--- src/scan_based_speed_limiter_macros.svh ---
// Assertion macros for the speed limiter.
// Included by modules that check their own control logic; no other dependencies.
`ifndef SCAN_BASED_SPEED_LIMITER_MACROS_SVH
`define SCAN_BASED_SPEED_LIMITER_MACROS_SVH

// Same-cycle implication, disabled while in reset.
`define SLIM_ASSERT_NOW(label, clk, rst_n, ante, cons, msg) \
  label: assert property (@(posedge clk) disable iff (!rst_n) (ante) |-> (cons)) \
    else $error(msg);

// Next-cycle implication, disabled while in reset.
`define SLIM_ASSERT_NEXT(label, clk, rst_n, ante, cons, msg) \
  label: assert property (@(posedge clk) disable iff (!rst_n) (ante) |=> (cons)) \
    else $error(msg);

`endif

--- src/slim_pkg.sv ---
// Shared types and constants for the scan based speed limiter.
// No dependencies; used by every module of the block.
package slim_pkg;

  // configuration register indexes
  localparam logic [1:0] REG_SAFE_TIME = 2'd0;
  localparam logic [1:0] REG_RADIUS    = 2'd1;
  localparam logic [1:0] REG_MAX_RANGE = 2'd2;
  localparam logic [1:0] REG_SCAN_LEN  = 2'd3;

  localparam logic [15:0] RST_SAFE_TIME = 16'd5000;
  localparam logic [15:0] RST_RADIUS    = 16'd200;
  localparam logic [15:0] RST_MAX_RANGE = 16'd30000;
  localparam logic [11:0] RST_SCAN_LEN  = 12'd360;

  // clearance "none seen" marker and full-scale speed
  localparam logic [16:0] NONE_CLR   = 17'h1FFFF;
  localparam logic [14:0] FULL_SCALE = 15'h7FFF;
  // mm per ms -> mm per s
  localparam int unsigned CLR_TO_SPEED = 1000;

  // divider sizes: clr*1000 < 2^26, |ang|*lim < 2^30
  localparam int unsigned DIVD_W = 30;
  localparam int unsigned DIVS_W = 16;

  localparam int unsigned QUEUE_DEPTH = 2;
  localparam int unsigned QPTR_W      = $clog2(QUEUE_DEPTH);
  localparam int unsigned QCNT_W      = $clog2(QUEUE_DEPTH + 1);

  typedef struct packed {
    logic [15:0] safe_time;
    logic [15:0] radius;
    logic [15:0] max_range;
    logic [11:0] scan_len;
  } cfg_t;

  // one classified beat on its way to the back end
  typedef struct packed {
    logic               is_cmd;
    logic               last;
    logic               is_front;
    logic               valid;
    logic [15:0]        clr;
    logic signed [15:0] lin;
    logic signed [15:0] ang;
  } entry_t;

endpackage

--- src/scan_based_speed_limiter.sv ---
// Scan based speed limiter: top level with configuration registers.
// Uses slim_pkg, slim_front, slim_fifo and slim_back.
//
// Input stream (in_*): each beat is a range sample (in_tuser = 0) or a velocity
// command (in_tuser = 1). in_tlast on a sample closes the scan and commits the
// front and back speed limits. Samples give no output; every command gives one
// output beat with the limited speeds and the was_limited flag.
// Config port: cfg_we writes cfg_wdata to register cfg_addr (0 safe time ms,
// 1 robot radius mm, 2 max valid range mm, 3 scan length); write only while idle.
// Timing: a beat enters a 2-entry queue the cycle it is accepted. A valid sample
// updates its half's minimum clearance as it leaves the queue; a command within
// its limit goes from the queue into the output register. Limited commands and
// committing samples use the 30-step restoring divider shared by limits and ratios.
// Reset (rst_n low, synchronous): registers to defaults, limits unlimited,
// queue and output empty. When out_tready is low the result waits in the output
// register; samples still flow, and in_tready drops once the queue fills.
module scan_based_speed_limiter #(
  parameter int unsigned MAX_SCAN_SAMPLES = 4095
) (
  input  logic        clk,
  input  logic        rst_n,
  input  logic        in_tvalid,
  output logic        in_tready,
  input  logic [47:0] in_tdata,   // range_mm[15:0], linear_mm_s[31:16], angular_mrad_s[47:32]
  input  logic        in_tlast,
  input  logic [0:0]  in_tuser,   // mode[0]
  output logic        out_tvalid,
  input  logic        out_tready,
  output logic [31:0] out_tdata,  // safe_linear_mm_s[15:0], safe_angular_mrad_s[31:16]
  output logic [0:0]  out_tuser,  // was_limited[0]
  input  logic        cfg_we,
  input  logic [1:0]  cfg_addr,
  input  logic [15:0] cfg_wdata
);

  slim_pkg::cfg_t   cfg_r;
  slim_pkg::entry_t push_entry, head;
  logic             q_full, q_valid, push, pop;

  always_ff @(posedge clk) begin
    if (!rst_n) begin
      cfg_r.safe_time <= slim_pkg::RST_SAFE_TIME;
      cfg_r.radius    <= slim_pkg::RST_RADIUS;
      cfg_r.max_range <= slim_pkg::RST_MAX_RANGE;
      cfg_r.scan_len  <= slim_pkg::RST_SCAN_LEN;
    end else if (cfg_we) begin
      unique case (cfg_addr)
        slim_pkg::REG_SAFE_TIME: cfg_r.safe_time <= cfg_wdata;
        slim_pkg::REG_RADIUS:    cfg_r.radius    <= cfg_wdata;
        slim_pkg::REG_MAX_RANGE: cfg_r.max_range <= cfg_wdata;
        slim_pkg::REG_SCAN_LEN:  cfg_r.scan_len  <= cfg_wdata[11:0];
        default: ;
      endcase
    end
  end

  slim_front #(
    .MAX_SCAN_SAMPLES (MAX_SCAN_SAMPLES)
  ) u_front (
    .clk      (clk),
    .rst_n    (rst_n),
    .cfg      (cfg_r),
    .in_valid (in_tvalid),
    .in_mode  (in_tuser[0]),
    .in_last  (in_tlast),
    .in_range (in_tdata[15:0]),
    .in_lin   (in_tdata[31:16]),
    .in_ang   (in_tdata[47:32]),
    .in_ready (in_tready),
    .q_full   (q_full),
    .push     (push),
    .entry    (push_entry)
  );

  slim_fifo u_fifo (
    .clk       (clk),
    .rst_n     (rst_n),
    .push      (push),
    .push_data (push_entry),
    .pop       (pop),
    .full      (q_full),
    .not_empty (q_valid),
    .head      (head)
  );

  slim_back u_back (
    .clk        (clk),
    .rst_n      (rst_n),
    .cfg        (cfg_r),
    .q_valid    (q_valid),
    .q_head     (head),
    .pop        (pop),
    .out_tvalid (out_tvalid),
    .out_tready (out_tready),
    .out_tdata  (out_tdata),
    .out_tuser  (out_tuser)
  );

endmodule

--- src/slim_div.sv ---
// Restoring divider, one quotient bit per cycle.
// Depends on slim_pkg for operand widths.
module slim_div (
  input  logic                            clk,
  input  logic                            rst_n,
  input  logic                            start,
  input  logic [slim_pkg::DIVD_W-1:0]     dividend,
  input  logic [slim_pkg::DIVS_W-1:0]     divisor,
  output logic                            done,
  output logic [slim_pkg::DIVD_W-1:0]     quotient
);

  localparam int unsigned CW = $clog2(slim_pkg::DIVD_W);

  logic                          busy_r, busy_nxt;
  logic                          done_r, done_nxt;
  logic [CW-1:0]                 cnt_r, cnt_nxt;
  logic [slim_pkg::DIVS_W-1:0]   rem_r, rem_nxt;
  logic [slim_pkg::DIVS_W-1:0]   dvs_r, dvs_nxt;
  logic [slim_pkg::DIVD_W-1:0]   quo_r, quo_nxt;
  logic [slim_pkg::DIVS_W:0]     shifted;
  logic                          ge;

  assign shifted = {rem_r, quo_r[slim_pkg::DIVD_W-1]};
  assign ge      = shifted >= {1'b0, dvs_r};

  always_comb begin
    busy_nxt = busy_r;
    done_nxt = 1'b0;
    cnt_nxt  = cnt_r;
    rem_nxt  = rem_r;
    dvs_nxt  = dvs_r;
    quo_nxt  = quo_r;
    if (start) begin
      busy_nxt = 1'b1;
      cnt_nxt  = CW'(slim_pkg::DIVD_W - 1);
      rem_nxt  = '0;
      dvs_nxt  = divisor;
      quo_nxt  = dividend;
    end else if (busy_r) begin
      rem_nxt = ge ? slim_pkg::DIVS_W'(shifted - {1'b0, dvs_r})
                   : shifted[slim_pkg::DIVS_W-1:0];
      quo_nxt = {quo_r[slim_pkg::DIVD_W-2:0], ge};
      if (cnt_r == '0) begin
        busy_nxt = 1'b0;
        done_nxt = 1'b1;
      end else begin
        cnt_nxt = cnt_r - 1'b1;
      end
    end
  end

  always_ff @(posedge clk) begin
    if (!rst_n) begin
      busy_r <= 1'b0;
      done_r <= 1'b0;
      cnt_r  <= '0;
    end else begin
      busy_r <= busy_nxt;
      done_r <= done_nxt;
      cnt_r  <= cnt_nxt;
    end
    rem_r <= rem_nxt;
    dvs_r <= dvs_nxt;
    quo_r <= quo_nxt;
  end

  assign done     = done_r;
  assign quotient = quo_r;

endmodule

--- src/slim_fifo.sv ---
// Short queue between the classifier and the execution back end.
// Depends on slim_pkg for the entry type and depth.
module slim_fifo (
  input  logic             clk,
  input  logic             rst_n,
  input  logic             push,
  input  slim_pkg::entry_t push_data,
  input  logic             pop,
  output logic             full,
  output logic             not_empty,
  output slim_pkg::entry_t head
);

  slim_pkg::entry_t                mem_r [slim_pkg::QUEUE_DEPTH];
  logic [slim_pkg::QPTR_W-1:0]     wr_ptr_r, rd_ptr_r;
  logic [slim_pkg::QCNT_W-1:0]     count_r;

  always_ff @(posedge clk) begin
    if (!rst_n) begin
      wr_ptr_r <= '0;
      rd_ptr_r <= '0;
      count_r  <= '0;
    end else begin
      if (push) wr_ptr_r <= wr_ptr_r + 1'b1;
      if (pop)  rd_ptr_r <= rd_ptr_r + 1'b1;
      if (push && !pop)      count_r <= count_r + 1'b1;
      else if (pop && !push) count_r <= count_r - 1'b1;
    end
    if (push) mem_r[wr_ptr_r] <= push_data;
  end

  assign full      = count_r == slim_pkg::QCNT_W'(slim_pkg::QUEUE_DEPTH);
  assign not_empty = count_r != '0;
  assign head      = mem_r[rd_ptr_r];

endmodule

--- src/slim_front.sv ---
// Front end: accepts input beats, tracks the scan position and classifies samples.
// Depends on slim_pkg for the config and entry types.
module slim_front #(
  parameter int unsigned MAX_SCAN_SAMPLES = 4095
) (
  input  logic             clk,
  input  logic             rst_n,
  input  slim_pkg::cfg_t   cfg,
  input  logic             in_valid,
  input  logic             in_mode,
  input  logic             in_last,
  input  logic [15:0]      in_range,
  input  logic [15:0]      in_lin,
  input  logic [15:0]      in_ang,
  output logic             in_ready,
  input  logic             q_full,
  output logic             push,
  output slim_pkg::entry_t entry
);

  localparam int unsigned CNT_W = $clog2(MAX_SCAN_SAMPLES + 1);
  localparam int unsigned CMP_W = (CNT_W > 11) ? CNT_W : 11;
  localparam logic [CNT_W-1:0] CNT_MAX = CNT_W'(MAX_SCAN_SAMPLES);

  logic [CNT_W-1:0] cnt_r, cnt_nxt;
  logic [10:0]      half;

  assign half     = cfg.scan_len[11:1];
  assign in_ready = !q_full;
  assign push     = in_valid && in_ready;

  always_comb begin
    entry          = '0;
    entry.is_cmd   = in_mode;
    entry.last     = in_last;
    entry.is_front = CMP_W'(cnt_r) < CMP_W'(half);
    entry.valid    = in_range < cfg.max_range;
    entry.clr      = (in_range > cfg.radius) ? in_range - cfg.radius : 16'd0;
    entry.lin      = in_lin;
    entry.ang      = in_ang;
  end

  // counter saturates; a committing last sample restarts the scan
  always_comb begin
    cnt_nxt = cnt_r;
    if (push && !in_mode) begin
      if (in_last)              cnt_nxt = '0;
      else if (cnt_r < CNT_MAX) cnt_nxt = cnt_r + 1'b1;
    end
  end

  always_ff @(posedge clk) begin
    if (!rst_n) cnt_r <= '0;
    else        cnt_r <= cnt_nxt;
  end

endmodule

--- src/slim_back.sv ---
// Back end: keeps per-half minimum clearance, commits limits and limits commands.
// Depends on slim_pkg, slim_div and the assertion macro header.
`include "scan_based_speed_limiter_macros.svh"

module slim_back (
  input  logic                clk,
  input  logic                rst_n,
  input  slim_pkg::cfg_t      cfg,
  input  logic                q_valid,
  input  slim_pkg::entry_t    q_head,
  output logic                pop,
  output logic                out_tvalid,
  input  logic                out_tready,
  output logic [31:0]         out_tdata,
  output logic [0:0]          out_tuser
);

  localparam logic [1:0] ST_IDLE = 2'd0;
  localparam logic [1:0] ST_MUL  = 2'd1;
  localparam logic [1:0] ST_DIV  = 2'd2;
  localparam logic [1:0] ST_WAIT = 2'd3;

  localparam logic [1:0] JOB_F   = 2'd0;
  localparam logic [1:0] JOB_B   = 2'd1;
  localparam logic [1:0] JOB_CMD = 2'd2;

  logic [1:0]  state_r, state_nxt;
  logic [1:0]  job_r, job_nxt;
  logic [16:0] front_min_r, front_min_nxt, back_min_r, back_min_nxt;
  logic [14:0] front_lim_r, front_lim_nxt, back_lim_r, back_lim_nxt;
  logic [slim_pkg::DIVD_W-1:0] prod_r, prod_nxt;
  logic [15:0] mag_r, mag_nxt, abs_ang_r, abs_ang_nxt;
  logic [14:0] lim_r, lim_nxt;
  logic        lin_neg_r, lin_neg_nxt, ang_neg_r, ang_neg_nxt;
  logic        out_valid_r, out_valid_nxt, out_limited_r, out_limited_nxt;
  logic [15:0] out_lin_r, out_lin_nxt, out_ang_r, out_ang_nxt;

  logic [15:0] lin_u, ang_u, mag_c, abs_ang_c, safe_time_eff;
  logic        lin_pos, exceed;
  logic [14:0] lim_c, sat_q;
  logic        div_start, div_done;
  logic [slim_pkg::DIVD_W-1:0] div_q;
  logic [15:0] div_divisor, q16;

  assign lin_u     = q_head.lin;
  assign ang_u     = q_head.ang;
  assign mag_c     = lin_u[15] ? (~lin_u + 16'd1) : lin_u;
  assign abs_ang_c = ang_u[15] ? (~ang_u + 16'd1) : ang_u;
  assign lin_pos   = !lin_u[15] && (lin_u != 16'd0);
  assign lim_c     = lin_pos ? front_lim_r : back_lim_r;
  assign exceed    = (lin_u != 16'd0) && (mag_c > {1'b0, lim_c});

  assign safe_time_eff = (cfg.safe_time == 16'd0) ? 16'd1 : cfg.safe_time;
  assign div_start     = state_r == ST_DIV;
  assign div_divisor   = (job_r == JOB_CMD) ? mag_r : safe_time_eff;
  assign sat_q         = (|div_q[slim_pkg::DIVD_W-1:15]) ? slim_pkg::FULL_SCALE : div_q[14:0];
  assign q16           = div_q[15:0];

  // commands wait for a free output slot so the result always has a home
  assign pop = q_valid && (state_r == ST_IDLE) &&
               (!q_head.is_cmd || !out_valid_r || out_tready);

  slim_div u_div (
    .clk      (clk),
    .rst_n    (rst_n),
    .start    (div_start),
    .dividend (prod_r),
    .divisor  (div_divisor),
    .done     (div_done),
    .quotient (div_q)
  );

  always_comb begin
    state_nxt       = state_r;
    job_nxt         = job_r;
    front_min_nxt   = front_min_r;
    back_min_nxt    = back_min_r;
    front_lim_nxt   = front_lim_r;
    back_lim_nxt    = back_lim_r;
    prod_nxt        = prod_r;
    mag_nxt         = mag_r;
    abs_ang_nxt     = abs_ang_r;
    lim_nxt         = lim_r;
    lin_neg_nxt     = lin_neg_r;
    ang_neg_nxt     = ang_neg_r;
    out_valid_nxt   = out_valid_r && !out_tready;
    out_lin_nxt     = out_lin_r;
    out_ang_nxt     = out_ang_r;
    out_limited_nxt = out_limited_r;

    unique case (state_r)
      ST_IDLE: begin
        if (pop) begin
          if (q_head.is_cmd) begin
            if (exceed) begin
              mag_nxt     = mag_c;
              abs_ang_nxt = abs_ang_c;
              lim_nxt     = lim_c;
              lin_neg_nxt = lin_u[15];
              ang_neg_nxt = ang_u[15];
              job_nxt     = JOB_CMD;
              state_nxt   = ST_MUL;
            end else begin
              out_valid_nxt   = 1'b1;
              out_lin_nxt     = lin_u;
              out_ang_nxt     = ang_u;
              out_limited_nxt = 1'b0;
            end
          end else begin
            if (q_head.valid) begin
              if (q_head.is_front) begin
                if ({1'b0, q_head.clr} < front_min_r) front_min_nxt = {1'b0, q_head.clr};
              end else begin
                if ({1'b0, q_head.clr} < back_min_r) back_min_nxt = {1'b0, q_head.clr};
              end
            end
            if (q_head.last) begin
              job_nxt   = JOB_F;
              state_nxt = ST_MUL;
            end
          end
        end
      end
      ST_MUL: begin
        case (job_r)
          JOB_F: begin
            if (front_min_r[16]) begin
              front_lim_nxt = slim_pkg::FULL_SCALE;
              job_nxt       = JOB_B;
            end else begin
              prod_nxt  = {14'd0, front_min_r[15:0]} *
                          slim_pkg::DIVD_W'(slim_pkg::CLR_TO_SPEED);
              state_nxt = ST_DIV;
            end
          end
          JOB_B: begin
            if (back_min_r[16]) begin
              back_lim_nxt  = slim_pkg::FULL_SCALE;
              front_min_nxt = slim_pkg::NONE_CLR;
              back_min_nxt  = slim_pkg::NONE_CLR;
              state_nxt     = ST_IDLE;
            end else begin
              prod_nxt  = {14'd0, back_min_r[15:0]} *
                          slim_pkg::DIVD_W'(slim_pkg::CLR_TO_SPEED);
              state_nxt = ST_DIV;
            end
          end
          default: begin
            prod_nxt  = {14'd0, abs_ang_r} * {15'd0, lim_r};
            state_nxt = ST_DIV;
          end
        endcase
      end
      ST_DIV: begin
        state_nxt = ST_WAIT;
      end
      ST_WAIT: begin
        if (div_done) begin
          case (job_r)
            JOB_F: begin
              front_lim_nxt = sat_q;
              job_nxt       = JOB_B;
              state_nxt     = ST_MUL;
            end
            JOB_B: begin
              back_lim_nxt  = sat_q;
              front_min_nxt = slim_pkg::NONE_CLR;
              back_min_nxt  = slim_pkg::NONE_CLR;
              state_nxt     = ST_IDLE;
            end
            default: begin
              out_valid_nxt   = 1'b1;
              out_lin_nxt     = lin_neg_r ? (~{1'b0, lim_r} + 16'd1) : {1'b0, lim_r};
              out_ang_nxt     = ang_neg_r ? (~q16 + 16'd1) : q16;
              out_limited_nxt = 1'b1;
              state_nxt       = ST_IDLE;
            end
          endcase
        end
      end
      default: state_nxt = ST_IDLE;
    endcase
  end

  always_ff @(posedge clk) begin
    if (!rst_n) begin
      state_r     <= ST_IDLE;
      job_r       <= JOB_F;
      front_min_r <= slim_pkg::NONE_CLR;
      back_min_r  <= slim_pkg::NONE_CLR;
      front_lim_r <= slim_pkg::FULL_SCALE;
      back_lim_r  <= slim_pkg::FULL_SCALE;
      out_valid_r <= 1'b0;
    end else begin
      state_r     <= state_nxt;
      job_r       <= job_nxt;
      front_min_r <= front_min_nxt;
      back_min_r  <= back_min_nxt;
      front_lim_r <= front_lim_nxt;
      back_lim_r  <= back_lim_nxt;
      out_valid_r <= out_valid_nxt;
    end
    prod_r        <= prod_nxt;
    mag_r         <= mag_nxt;
    abs_ang_r     <= abs_ang_nxt;
    lim_r         <= lim_nxt;
    lin_neg_r     <= lin_neg_nxt;
    ang_neg_r     <= ang_neg_nxt;
    out_lin_r     <= out_lin_nxt;
    out_ang_r     <= out_ang_nxt;
    out_limited_r <= out_limited_nxt;
  end

  assign out_tvalid = out_valid_r;
  assign out_tdata  = {out_ang_r, out_lin_r};
  assign out_tuser  = out_limited_r;

  `SLIM_ASSERT_NOW(a_cmd_pop_slot, clk, rst_n, pop && q_head.is_cmd,
    !out_valid_r || out_tready, "command popped with output slot busy")
  `SLIM_ASSERT_NOW(a_done_in_wait, clk, rst_n, div_done, state_r == ST_WAIT,
    "divider finished outside wait state")
  `SLIM_ASSERT_NOW(a_cmd_done_free, clk, rst_n,
    div_done && (state_r == ST_WAIT) && (job_r == JOB_CMD), !out_valid_r,
    "limited command result would overwrite a pending beat")
  `SLIM_ASSERT_NEXT(a_commit_clears, clk, rst_n,
    div_done && (state_r == ST_WAIT) && (job_r == JOB_B),
    (front_min_r == slim_pkg::NONE_CLR) && (back_min_r == slim_pkg::NONE_CLR),
    "minimum clearances not cleared after commit")

endmodule
--- config.mk ---
export PLATFORM = sky130hd
export DESIGN_NAME = scan_based_speed_limiter
export DESIGN_NICKNAME = d
export VERILOG_FILES = /design/src/slim_pkg.sv /design/src/scan_based_speed_limiter.sv /design/src/slim_div.sv /design/src/slim_fifo.sv /design/src/slim_front.sv /design/src/slim_back.sv
export VERILOG_INCLUDE_DIRS = /design/src /design/src/src
export SDC_FILE = /design/constraint.sdc
export NUM_CORES = 2
export LEC_CHECK = 0
export BUFFER_PORTS_ARGS = -buffer_cell sky130_fd_sc_hd__buf_2
export CAP_MARGIN = 25
export CORE_MARGIN = 2
export CORE_UTILIZATION = 59
export DETAILED_ROUTE_END_ITERATION = 8
export GPL_ROUTABILITY_DRIVEN = 0
export PLACE_DENSITY = 0.73
export SLEW_MARGIN = 25
export SYNTH_ARGS = -nofsm -noshare
export SYNTH_HDL_FRONTEND = slang
export SYNTH_HIERARCHICAL = 1
export SYNTH_SLANG_ARGS = --single-unit
--- constraint.sdc ---
create_clock -name clk -period 9.7 [get_ports clk]
set_input_delay 1.94 -clock clk [delete_from_list [all_inputs] [get_ports clk]]
set_output_delay 1.94 -clock clk [all_outputs]
set_load 0.01 [all_outputs]
==> flow_metrics.tcl <==
set metrics [dict create \
    start_util 0.594 \
    drc 0 \
    detail_route.iter0.violations 1863 \
    worst_pin_slew_ps 1030 \
    cp-startpoint "u_back/lim_r[4]" \
    layout_worst_path_cycle_share 0.690 \
    start_kind "flip-flop" \
    routedWlPerCell_um 20.4 \
    synth_nets 4224 \
    reg2reg_to "u_back/prod_r[28]" \
    endpoint_kind "flip-flop" \
    dp_cells 4276 \
    grt_pass1_wl_mm 140 \
    ant_nets 0 \
    wl_mm 88.8 \
    dp_hpwl_mm 68.8 \
    cts.clk_slew.worst_paths_ps 60 \
    tns_ps 0 \
    numCtsBuffers 47 \
    worstPathRequired_ps 10080 \
    worstSkewPairLatency_ps 600 \
    cts_resized 0 \
    grt_max_degree 84 \
    io_pins 108 \
    cap_violations 0 \
    clockRootBuffer "clkbuf_16" \
    seq_area_mm2 0.0112 \
    slew_violations 0 \
    worstPathArrival_ps 7080 \
    fp-row-count 90 \
    setup_violations 0 \
    r2r_slack_ps 3010 \
    cts_hold_buf 0 \
    timing.fmax_ghz 0.149 \
    placement.io_buffers 107 \
    areaGrowthSynthToFinish_pct 6.50 \
    clk_path_buf_depth 3 \
    grt.overflow.total 0 \
    timing.rr.start "u_back/lim_r[4]" \
    drive_above_1_share 0.100 \
    hold_class "flip-flop to flip-flop" \
    maxSlewHeadroom 0.314 \
    first_global_vias 25200 \
    yosys_warnings 6 \
    clock_sinks 430 \
    h-tree-depth 2 \
    fin_skew_ps 16.3 \
    syn-cell-area_mm2 0.0356 \
    finalHoldViolCount 0 \
    syn_avg_cell_area_um2 10.0 \
    multi_input_area_mm2 0.0216 \
    synthCells 3554 \
    rsz0062_at_grt "no" \
    antenna_cells 0 \
    nets 4213 \
    grt_usage 0.288 \
    cp_max_fo 20 \
    antenna_found_initial 1 \
    critPathCapture "u_back/prod_r[28]" \
    die_area_mm2 0.0624 \
    layout_common_cells "inv_1 (486), nand2_1 (319), ha_1 (306), fa_1 (289), edfxtp_1 (262)" \
    instances_no_fill 4364 \
    die_h_um 250 \
    post_cts_buffers 0 \
    route.vias.total 25600 \
    r2r_cells 20 \
    first_pass_iters 5 \
    die_w_um 250 \
    criticalPathCategory "flip-flop to flip-flop" \
    final_common_cell "inv_1" \
    core_area_mm2 0.0600 \
    fill_cells 4856 \
    fin_crit_ps 6690 \
    whs_ps 458 \
    status "finished, final reports clean" \
    via_per_inst 5.86 \
    cts_tree "yes" \
]
==> flip-flops by register name, summed over array words and instances (netlist names), 12 cells and up, named ones only <==
name	cells
u_back/out_lin_r	16
u_back/u_div/quotient	30
cfg_r	59
u_back/front_min_r	17
u_back/back_min_r	17
u_back/front_lim_r	15
u_back/lim_r	15
u_back/back_lim_r	15
u_back/mag_r	16
u_back/out_ang_r	16
u_front/cnt_r	12
u_back/u_div/dvs_r	16
u_back/abs_ang_r	16
u_fifo/mem_r	104
u_back/u_div/rem_r	16
u_back/prod_r	30
==> worst min path at each step <==
stage	startpoint	end	slack [ps]	cells past startpoint
floorplan	cfg_r[44]	cfg_r[44]	430	2
global placement	cfg_r[39]	cfg_r[39]	440	2
detailed placement	cfg_r[36]	cfg_r[36]	450	2
CTS	cfg_r[41]	cfg_r[41]	460	2
global route	cfg_r[38]	cfg_r[38]	480	2
finish	cfg_r[37]	cfg_r[37]	460	2
==> final cells by class <==
class | instances | area share
clock inverters | 32 | 0.00976
inverters | 486 | 0.0481
well taps | 782 | 0.0258
clock buffers | 56 | 0.0335
flip-flops and latches | 430 | 0.296
multi-input cells | 2454 | 0.569
repair buffers | 124 | 0.0175
==> per-layer routing <==
metal	global-route usage	share of wire	vias to the layer above
met5	0.0162	0.0016	-
met4	0.111	0.039	2
met3	0.0660	0.087	181
met2	0.439	0.44	881
met1	0.398	0.43	12500
li1	-	-	12000
==> per-stage QoR <==
stage / utilization / setup slack [ps] / instance area [um^2]
2_1_floorplan: - / 841 / 35600
3_3_place_gp: 0.605 / 3160 / 36300
3_5_place_dp: 0.605 / 3060 / 36300
4_1_cts: 0.632 / 3050 / 38000
5_1_grt: 0.632 / 2620 / 38000
6_report: 0.632 / 3010 / 38000
==> worst max-delay path, cell delays in order (launching register included) <==
cell and delay (ps):
edfxtp_1 670, and2_1 300, fa_1 510, inv_1 60, fa_1 530, inv_1 70
fa_1 520, fa_1 450, fa_1 550, inv_1 50, fa_1 520, inv_1 40
ha_1 330, a21oi_1 230, o21ai_0 170, a221o_1 320, a221oi_1 310, a21boi_0 190
o31ai_1 370, nand4_1 140, o311ai_0 130
Power is not shown: default switching activity piles up to over one toggle a cycle in this logic, so the estimate is an artifact.
